--- src/rtl/bracket_balance_checker_unit_macros.svh ---
// Assertion macros for the bracket checker.
// Each expects a clock named clk and an active-high reset named rst in scope.
`ifndef BRACKET_BALANCE_CHECKER_UNIT_MACROS_SVH
`define BRACKET_BALANCE_CHECKER_UNIT_MACROS_SVH

`ifndef SYNTHESIS

// Same-cycle implication
`define BBC_ASSERT_IMP(lbl, ante, cons) \
  lbl: assert property (@(posedge clk) disable iff (rst) (ante) |-> (cons)) \
    else $error("bbc assertion failed");

// Next-cycle implication
`define BBC_ASSERT_NXT(lbl, ante, cons) \
  lbl: assert property (@(posedge clk) disable iff (rst) (ante) |=> (cons)) \
    else $error("bbc assertion failed");

`else

`define BBC_ASSERT_IMP(lbl, ante, cons)
`define BBC_ASSERT_NXT(lbl, ante, cons)

`endif

`endif

--- src/rtl/bbc_pkg.sv ---
package bbc_pkg;

  // Default number of stack entries
  localparam int STACK_DEPTH_DEF = 64;

  // Character codes
  localparam logic [7:0] CH_LPAREN  = 8'h28;  // (
  localparam logic [7:0] CH_RPAREN  = 8'h29;  // )
  localparam logic [7:0] CH_LSQUARE = 8'h5B;  // [
  localparam logic [7:0] CH_RSQUARE = 8'h5D;  // ]
  localparam logic [7:0] CH_LCURLY  = 8'h7B;  // {
  localparam logic [7:0] CH_RCURLY  = 8'h7D;  // }

  // Bracket kinds held on the stack
  typedef enum logic [1:0] {
    KIND_ROUND  = 2'd0,
    KIND_SQUARE = 2'd1,
    KIND_CURLY  = 2'd2,
    KIND_NONE   = 2'd3
  } kind_t;

  // Verdict / error codes
  typedef enum logic [2:0] {
    ST_OK        = 3'd0,
    ST_UNMATCHED = 3'd1,
    ST_WRONG     = 3'd2,
    ST_UNCLOSED  = 3'd3,
    ST_OVERFLOW  = 3'd4
  } status_t;

  // Shift control for the stack: push and pop go to every cell, kind to the top cell
  typedef struct packed {
    logic  push;
    logic  pop;
    kind_t kind;
  } stk_ctrl_t;

  // Packed result word on the output stream
  typedef struct packed {
    logic [3:0] pad;
    status_t    status;
    logic       balanced;
  } result_t;

  function automatic kind_t open_kind(input logic [7:0] c);
    kind_t k;
    unique case (c)
      CH_LPAREN:  k = KIND_ROUND;
      CH_LSQUARE: k = KIND_SQUARE;
      CH_LCURLY:  k = KIND_CURLY;
      default:    k = KIND_NONE;
    endcase
    return k;
  endfunction

  function automatic kind_t close_kind(input logic [7:0] c);
    kind_t k;
    unique case (c)
      CH_RPAREN:  k = KIND_ROUND;
      CH_RSQUARE: k = KIND_SQUARE;
      CH_RCURLY:  k = KIND_CURLY;
      default:    k = KIND_NONE;
    endcase
    return k;
  endfunction

endpackage

--- src/rtl/bbc_cell.sv ---
// One stack entry: takes from the cell above on push, from below on pop
module bbc_cell (
  input  logic           clk,
  input  logic           push,
  input  logic           pop,
  input  bbc_pkg::kind_t above,
  input  bbc_pkg::kind_t below,
  output bbc_pkg::kind_t kind
);
  import bbc_pkg::*;

  kind_t kind_next;

  always_comb begin
    if (push) begin
      kind_next = above;
    end else if (pop) begin
      kind_next = below;
    end else begin
      kind_next = kind;
    end
  end

  // Payload only, no reset
  always_ff @(posedge clk) begin
    kind <= kind_next;
  end

endmodule

--- src/rtl/bbc_stack.sv ---
// Shift-register stack: cell 0 is the top of stack
module bbc_stack #(
  parameter int STACK_DEPTH = bbc_pkg::STACK_DEPTH_DEF
) (
  input  logic               clk,
  input  bbc_pkg::stk_ctrl_t ctrl,
  output bbc_pkg::kind_t     top_kind
);
  import bbc_pkg::*;

  kind_t kinds [STACK_DEPTH];

  for (genvar i = 0; i < STACK_DEPTH; i++) begin : g_cell
    kind_t above;
    kind_t below;

    // New kind enters at the top; the bottom cell refills from itself on pop
    if (i == 0) begin : g_top
      assign above = ctrl.kind;
    end else begin : g_mid
      assign above = kinds[i-1];
    end
    if (i == STACK_DEPTH - 1) begin : g_bot
      assign below = kinds[i];
    end else begin : g_up
      assign below = kinds[i+1];
    end

    bbc_cell u_cell (
      .clk   (clk),
      .push  (ctrl.push),
      .pop   (ctrl.pop),
      .above (above),
      .below (below),
      .kind  (kinds[i])
    );
  end

  assign top_kind = kinds[0];

endmodule

--- src/rtl/bbc_out_buf.sv ---
// Two-entry output buffer: main register plus skid register
module bbc_out_buf (
  input  logic             clk,
  input  logic             rst,
  input  logic             in_valid,
  input  bbc_pkg::result_t in_data,
  output logic             in_ready,
  output logic             out_valid,
  output bbc_pkg::result_t out_data,
  input  logic             out_ready
);
  import bbc_pkg::*;

  logic    main_valid;
  result_t main_data;
  logic    skid_valid;
  result_t skid_data;

  assign in_ready  = !skid_valid;
  assign out_valid = main_valid;
  assign out_data  = main_data;

  // Main register refills from skid first, otherwise from the input
  always_ff @(posedge clk) begin
    if (rst) begin
      main_valid <= 1'b0;
      skid_valid <= 1'b0;
    end else begin
      if (!main_valid || out_ready) begin
        if (skid_valid) begin
          main_valid <= 1'b1;
          main_data  <= skid_data;
          skid_valid <= 1'b0;
        end else begin
          main_valid <= in_valid;
          main_data  <= in_data;
        end
      end else if (in_valid) begin
        skid_valid <= 1'b1;
        skid_data  <= in_data;
      end
    end
  end

endmodule

--- src/rtl/bracket_balance_checker_unit.sv ---
// Throughput: one character per cycle unless the buffer is full; one push or pop shifts the cell chain per transfer.
// Verdict reaches m_axis from the output buffer's main register, via the skid register if m_axis stalls.
// Input stays ready while a verdict waits, until the two-entry output buffer is full.
// Reset: clears depth, error code and output valids; stack cells are not cleared,
// as entries at or beyond the depth are never read. No clearing pass is needed.
module bracket_balance_checker_unit #(
  parameter int STACK_DEPTH = bbc_pkg::STACK_DEPTH_DEF
) (
  input  logic       clk,
  input  logic       rst,
  input  logic       s_axis_tvalid,
  output logic       s_axis_tready,
  input  logic [7:0] s_axis_tdata,   // [7:0] char_code
  input  logic       s_axis_tlast,   // end_of_string
  output logic       m_axis_tvalid,
  input  logic       m_axis_tready,
  output logic [7:0] m_axis_tdata    // [0] balanced, [3:1] status, [7:4] zero
);
  import bbc_pkg::*;

`include "bracket_balance_checker_unit_macros.svh"

  localparam int DW = $clog2(STACK_DEPTH + 1);
  localparam logic [DW-1:0] FULL = DW'(STACK_DEPTH);

  logic      in_xfer;
  logic      buf_ready;
  logic [DW-1:0] depth;
  logic [DW-1:0] depth_next;
  status_t   err;
  status_t   err_next;
  status_t   verdict;
  kind_t     ok;
  kind_t     ck;
  kind_t     top_kind;
  stk_ctrl_t ctrl;
  logic      res_valid;
  result_t   res;
  result_t   out_word;

  assign s_axis_tready = buf_ready;
  assign in_xfer       = s_axis_tvalid && s_axis_tready;
  assign ok            = open_kind(s_axis_tdata);
  assign ck            = close_kind(s_axis_tdata);

  // Bracket handling for the character in transfer
  always_comb begin
    ctrl       = '{push: 1'b0, pop: 1'b0, kind: ok};
    depth_next = depth;
    err_next   = err;
    if (in_xfer && err == ST_OK) begin
      if (ok != KIND_NONE) begin
        if (depth == FULL) begin
          err_next = ST_OVERFLOW;
        end else begin
          ctrl.push  = 1'b1;
          depth_next = depth + DW'(1);
        end
      end else if (ck != KIND_NONE) begin
        if (depth == '0) begin
          err_next = ST_UNMATCHED;
        end else if (top_kind != ck) begin
          err_next = ST_WRONG;
        end else begin
          ctrl.pop   = 1'b1;
          depth_next = depth - DW'(1);
        end
      end
    end
  end

  // Verdict on the last character
  always_comb begin
    if (err_next != ST_OK) begin
      verdict = err_next;
    end else if (depth_next != '0) begin
      verdict = ST_UNCLOSED;
    end else begin
      verdict = ST_OK;
    end
    res_valid = in_xfer && s_axis_tlast;
    res       = '{pad: 4'd0, status: verdict, balanced: (verdict == ST_OK)};
  end

  // Depth and sticky error; both clear after the verdict
  always_ff @(posedge clk) begin
    if (rst) begin
      depth <= '0;
      err   <= ST_OK;
    end else if (res_valid) begin
      depth <= '0;
      err   <= ST_OK;
    end else begin
      depth <= depth_next;
      err   <= err_next;
    end
  end

  bbc_stack #(
    .STACK_DEPTH (STACK_DEPTH)
  ) u_stack (
    .clk      (clk),
    .ctrl     (ctrl),
    .top_kind (top_kind)
  );

  bbc_out_buf u_out_buf (
    .clk       (clk),
    .rst       (rst),
    .in_valid  (res_valid),
    .in_data   (res),
    .in_ready  (buf_ready),
    .out_valid (m_axis_tvalid),
    .out_data  (out_word),
    .out_ready (m_axis_tready)
  );

  assign m_axis_tdata = out_word;

  // Checks
  `BBC_ASSERT_IMP(a_depth_range, 1'b1, depth <= FULL)
  `BBC_ASSERT_IMP(a_no_push_full, ctrl.push, depth != FULL)
  `BBC_ASSERT_NXT(a_clear_after_last, in_xfer && s_axis_tlast, depth == '0 && err == ST_OK)
  `BBC_ASSERT_NXT(a_err_freezes_depth, err != ST_OK && !res_valid, depth == $past(depth))

endmodule

--- config.mk ---
export PLATFORM = sky130hd
export DESIGN_NAME = bracket_balance_checker_unit
export DESIGN_NICKNAME = d
export VERILOG_FILES = /design/src/rtl/bbc_pkg.sv /design/src/rtl/bbc_cell.sv /design/src/rtl/bbc_stack.sv /design/src/rtl/bbc_out_buf.sv /design/src/rtl/bracket_balance_checker_unit.sv
export VERILOG_INCLUDE_DIRS = /design/src /design/src/rtl
export SDC_FILE = /design/constraint.sdc
export NUM_CORES = 1
export LEC_CHECK = 0
export BUFFER_PORTS_ARGS = -buffer_cell sky130_fd_sc_hd__buf_2
export CAP_MARGIN = 20
export CORE_ASPECT_RATIO = 0.9
export CORE_UTILIZATION = 55
export DETAILED_ROUTE_END_ITERATION = 6
export PLACE_DENSITY_LB_ADDON = 0.08
export SYNTH_ARGS = -nofsm -noshare
export SYNTH_HDL_FRONTEND = slang
export SYNTH_HIERARCHICAL = 1
export SYNTH_SLANG_ARGS = --single-unit
--- constraint.sdc ---
create_clock -name clk -period 17.4 [get_ports clk]
set_input_delay 3.48 -clock clk [delete_from_list [all_inputs] [get_ports clk]]
set_output_delay 3.48 -clock clk [all_outputs]
set_load 0.005 [all_outputs]
==> metrics.md <==
| Metric | Value |
|---|---|
| Status | finished clean |
| Highest cell delay on the worst timing path | 0.62 ns |
| Number of buffers added by the clock tree synthesis step | 17 |
| Total routed wirelength | 12150 um |
| Synthesized cell area | 0.007447 mm2 |
| Launching element of the worst setup path | s_axis_tdata[4] |
| Average size of a mapped cell | 14.83 um2 |
| Post-Synthesis Cells | 502 |
| Largest net degree at the start of global routing | 113 |
| Number of port buffers | 22 |
| Final Hold Vio Count | 0 |
| GRT met2 Usage | 29.91% |
| Worst setup path class | input pin to flip-flop |
| Count of instances resized after the clock tree is built | 0 |
| Measured slew at the worst slew-check pin | 0.9197 ns |
| Reg2reg setup slack | 13.86 ns |
| Sink Count | 156 |
| Main area contributors after synthesis | edfxtp_1 (58%), mux2_2 (19%), or2_2 (5.5%), dfxtp_1 (3.2%), mux2_4 (1.6%) |
| Power per standard cell area | 91.56 mW/mm2 |
| Global-route layer with the greatest usage | met2 |
| Total leakage power | 2.380 nW |
| Simple-gate share of the synthesized area | 12.00% |
| Number of buffers on the longest clock path | 2 |
| Maximum achievable frequency | 160.1 MHz |
| Detailed Routing Iterations Pass 1 | 4 |
| TritonCTS clock tree | yes |
| Top_reg_cell synth | edfxtp_1 |
| Final HPWL DP | 7983 um |
| Capturing point of the worst reg2reg path | u_out_buf/out_data[2] |
| Via count of the first global-routing pass | 4189 |
| Synth top area share | 58.06% |
| Antenna Diode Count | 0 |
| Fraction of final layout cells sized beyond drive strength 1 | 47.15% |
| Overflow after GRT | 0 |
| Sum of negative setup slack | 0 ns |
| DRC Markers | 0 |
| Cell row count | 39 |
| WP depth | 9 |
| Peak supply drop | 62.96 uV |
| Critical-path cell list | buf_2 -> nor4b_4 -> and4b_4 -> o21ai_0 -> nor2_4 -> buf_4 -> buf_4 -> buf_16 -> mux2_2 |
| Tightest slew margin relative to the limit | 38.12% |
| Clock transition time at the flip-flop clock pins of the worst setup and hold paths | 0.06 ns |
| Worst-skew pair later-pin latency | 0.42 ns |
| Arrival @ worst endpoint | 6.41 ns |
| Tightest Hold Check Type | flip-flop to flip-flop |
| Complex-gate fraction of the synthesized area | 4.452% |
| Crit-path max FO | 101 |
| Initial core utilization | 57.59% |
| Area added between synthesis and finish | 12.43% |
| Number of cells on the worst reg-to-reg path | 9 |
| Number of enable-type register cells in the synthesized netlist | 144 |
| Time the worst path needs with I/O delays and setup | 6.245 ns |
| CTS Root Cell | clkbuf_16 |
| Share of synthesized area spent on multiplexers | 20.97% |
| Routability congestion estimate from global placement | 0.8691 |
| Count of fill cells added during filler insertion | 947 |
| Total GRT Usage | 18.75% |
| Post-cts hold buffer count | 0 |
| Xor and xnor fraction of the mapped netlist area | 0.2352% |
| Most area-hungry cell type in the Yosys netlist | edfxtp_1 |
| Setup Skew | 0.005504 ns |
| Final nets | 564 |
| Minimum setup slack after placement | 10.38 ns |
| Number of violations reported at the end of detailed-routing iteration 0 | 270 |
| Min Hold Slack | 0.5378 ns |
| Reg-to-Reg Start | u_out_buf/skid_valid |
| Max-slew violations | 0 |
| Fraction of met3 tracks used by global routing | 5.291% |
| Buffering stage count on the worst path with inverters included | 4 |
| Die X-Extent | 124.7 um |
| Final period util | 35.89% |
| Core outline area | 0.01293 mm2 |
| Slowest cell on the critical path | buf_4 |
| Number of setup buffers added after CTS | 0 |
| Initial antenna violation count | 0 |
| Top delay family on crit path | buffers and inverters |
| Crit path top cell by count | buf_4 |
| Capturing instance or port of the critical path | u_stack/g_cell[18].u_cell/kind[0] |
| Number of vias per cell | 5.679 |
| Combined area of the multi-input logic cells | 0.002867 mm2 |
| Number of levels the H-tree was split into | 4 |
| Final-report setup violation count | 0 |
| Post-DRT Antenna Nets | 0 |
| CP Data Required Time | 17.57 ns |
| Routed wirelength normalized by instance count | 16.73 um |
| PnR worst setup slack | 11.15 ns |
| Die area | 0.01401 mm2 |
| Vias post-DR | 4123 |
| Worst Setup End Kind | flip-flop |
| Kind of start point of the critical path | input pin |
| Count of synthesis-stage warnings from yosys | 6 |
| Combinational family with the most area after synthesis | multiplexers |
| Die Span Y | 112.4 um |
| Proportion of synthesized chip area in sequential cells | 61.29% |
| Total of max-cap violations | 0 |
| Post-synthesis async set-or-reset flop share | 0% |
| Fraction of met1 tracks used by global routing | 24.95% |
| IO Pins | 23 |
| Wire length of the first global-routing pass | 20580 um |
| Seq. cell area | 0.004564 mm2 |
| Total of flip-flops plus latches after synthesis | 156 |
| Synthesized-area fraction occupied by adder cells | 0.3360% |
| RSZ-0062 raised after global routing | no |
| Synth unique cells | 59 |
## flip-flops by register name, summed over array words and instances, names as in the netlist
signal                      flops
u_out_buf/out_data              8
u_out_buf/skid_valid            1
depth                           7
err                             3
u_out_buf/skid_data             8
u_stack/g_cell.u_cell/kind    128
u_out_buf/out_valid             1
## power by group
part	total [W]	switching (W)	internal [W]
Sequential	0.000406	0.000000372	0.000406
Clock	0.000348	0.000138	0.000210
Combinational	0.0000123	0.00000705	0.00000528
Total	0.000767	0.000145	0.000621
## cell type report
| class | count | share of cell area, % |
|---|---|---|
| tap | 164 | 2.451 |
| sequential | 156 | 54.51 |
| inverter | 4 | 0.1793 |
| multi-input combinational | 344 | 34.23 |
| clock inverter | 4 | 0.3138 |
| clock buffer | 28 | 6.426 |
| timing repair buffer | 26 | 1.883 |
## how the worst min path moves through the flow
stage | startpoint | endpoint | slack, ns | depth (start not counted)
after floorplan | err[2] | err[2] | 0.50 | 2
after global placement | u_out_buf/out_valid | u_out_buf/skid_valid | 0.51 | 2
after detailed placement | u_out_buf/out_valid | u_out_buf/skid_valid | 0.53 | 2
after CTS | u_out_buf/out_valid | u_out_buf/skid_valid | 0.53 | 2
after global routing | u_out_buf/skid_data[4] | u_out_buf/out_data[4] | 0.56 | 1
final | u_out_buf/out_valid | u_out_buf/skid_valid | 0.54 | 2
## stage by stage
step | total power, W | cell area (um2) | utilization, % | instances
2_1_floorplan | 0.0004216 | 7473 | - | 509
3_3_place_gp | 0.0004257 | 7776 | 60.14 | 692
3_5_place_dp | 0.0004260 | 7776 | 60.14 | 692
4_1_cts | 0.0007738 | 8341 | 64.50 | 724
5_1_grt | 0.0007927 | 8373 | 64.75 | 726
6_report | 0.0007666 | 8373 | 64.75 | 726
## per-layer routing
metal | routed length, um | share of wire (%)
met1 | 5775 | 48
met2 | 5893 | 49
met3 | 393 | 3.2
met4 | 85 | 0.70
met5 | 0 | 0
## placed cells by master, fill, tap and decap left out, types with 2 or more instances in the layout
cell type / Yosys / routed
nand2_1: 11 / 11
nor3_1: 5 / 5
and3_2: 2 / 2
ha_1: 2 / 2
a21oi_1: 16 / 16
and2_1: 2 / 2
a211oi_1: 3 / 3
nand3_1: 9 / 9
dfxtp_1: 12 / 12
o211ai_1: 2 / 2
mux2_2: 128 / 128
inv_1: 4 / 4
mux2_4: 8 / 8
or2_2: 65 / 65
inv_4: 0 / 2
nor4_1: 2 / 2
conb_1: 1 / 8
clkbuf_1: 1 / 5
o21ai_0: 7 / 7
and3_1: 6 / 6
edfxtp_1: 144 / 144
buf_4: 0 / 2
o211a_1: 2 / 2
nor2b_1: 2 / 2
a211o_1: 2 / 2
or3b_1: 2 / 2
nor2_1: 21 / 20
a31oi_1: 4 / 4
clkbuf_16: 0 / 18
nor3b_1: 4 / 4
nand3b_1: 2 / 2
o21a_1: 2 / 2
clkbuf_8: 0 / 5
buf_2: 1 / 23
## cells by family after synthesis
logic type | Yosys count
muxes | 136
adders and majority gates | 2
buffers and inverters | 9
AOI/OAI and AO/OA | 49
and+or+nand+nor | 147
other | 1
xor gates and xnor gates | 2
DFF | 156
## synthesized netlist by cell type (3+ instances only)
library cell	number
mux2_4	8
edfxtp_1	144
a21oi_1	16
nor2_1	21
dfxtp_1	12
o21ai_0	7
a31oi_1	4
a211oi_1	3
nor3_1	5
or2_2	65
nand3_1	9
nand2_1	11
nor3b_1	4
inv_1	4
mux2_2	128
and3_1	6
## worst reg2reg max path, delay by kind of cell, from the launching register on
kind                   cells  cell delay (ns)
buffers and inverters      1             0.17
and+or+nand+nor            4             1.75
DFF                        1             0.50
muxes                      1             0.30
AOI/OAI and AO/OA          3             0.59
No activity file was read; power rests on OpenSTA's default activity.
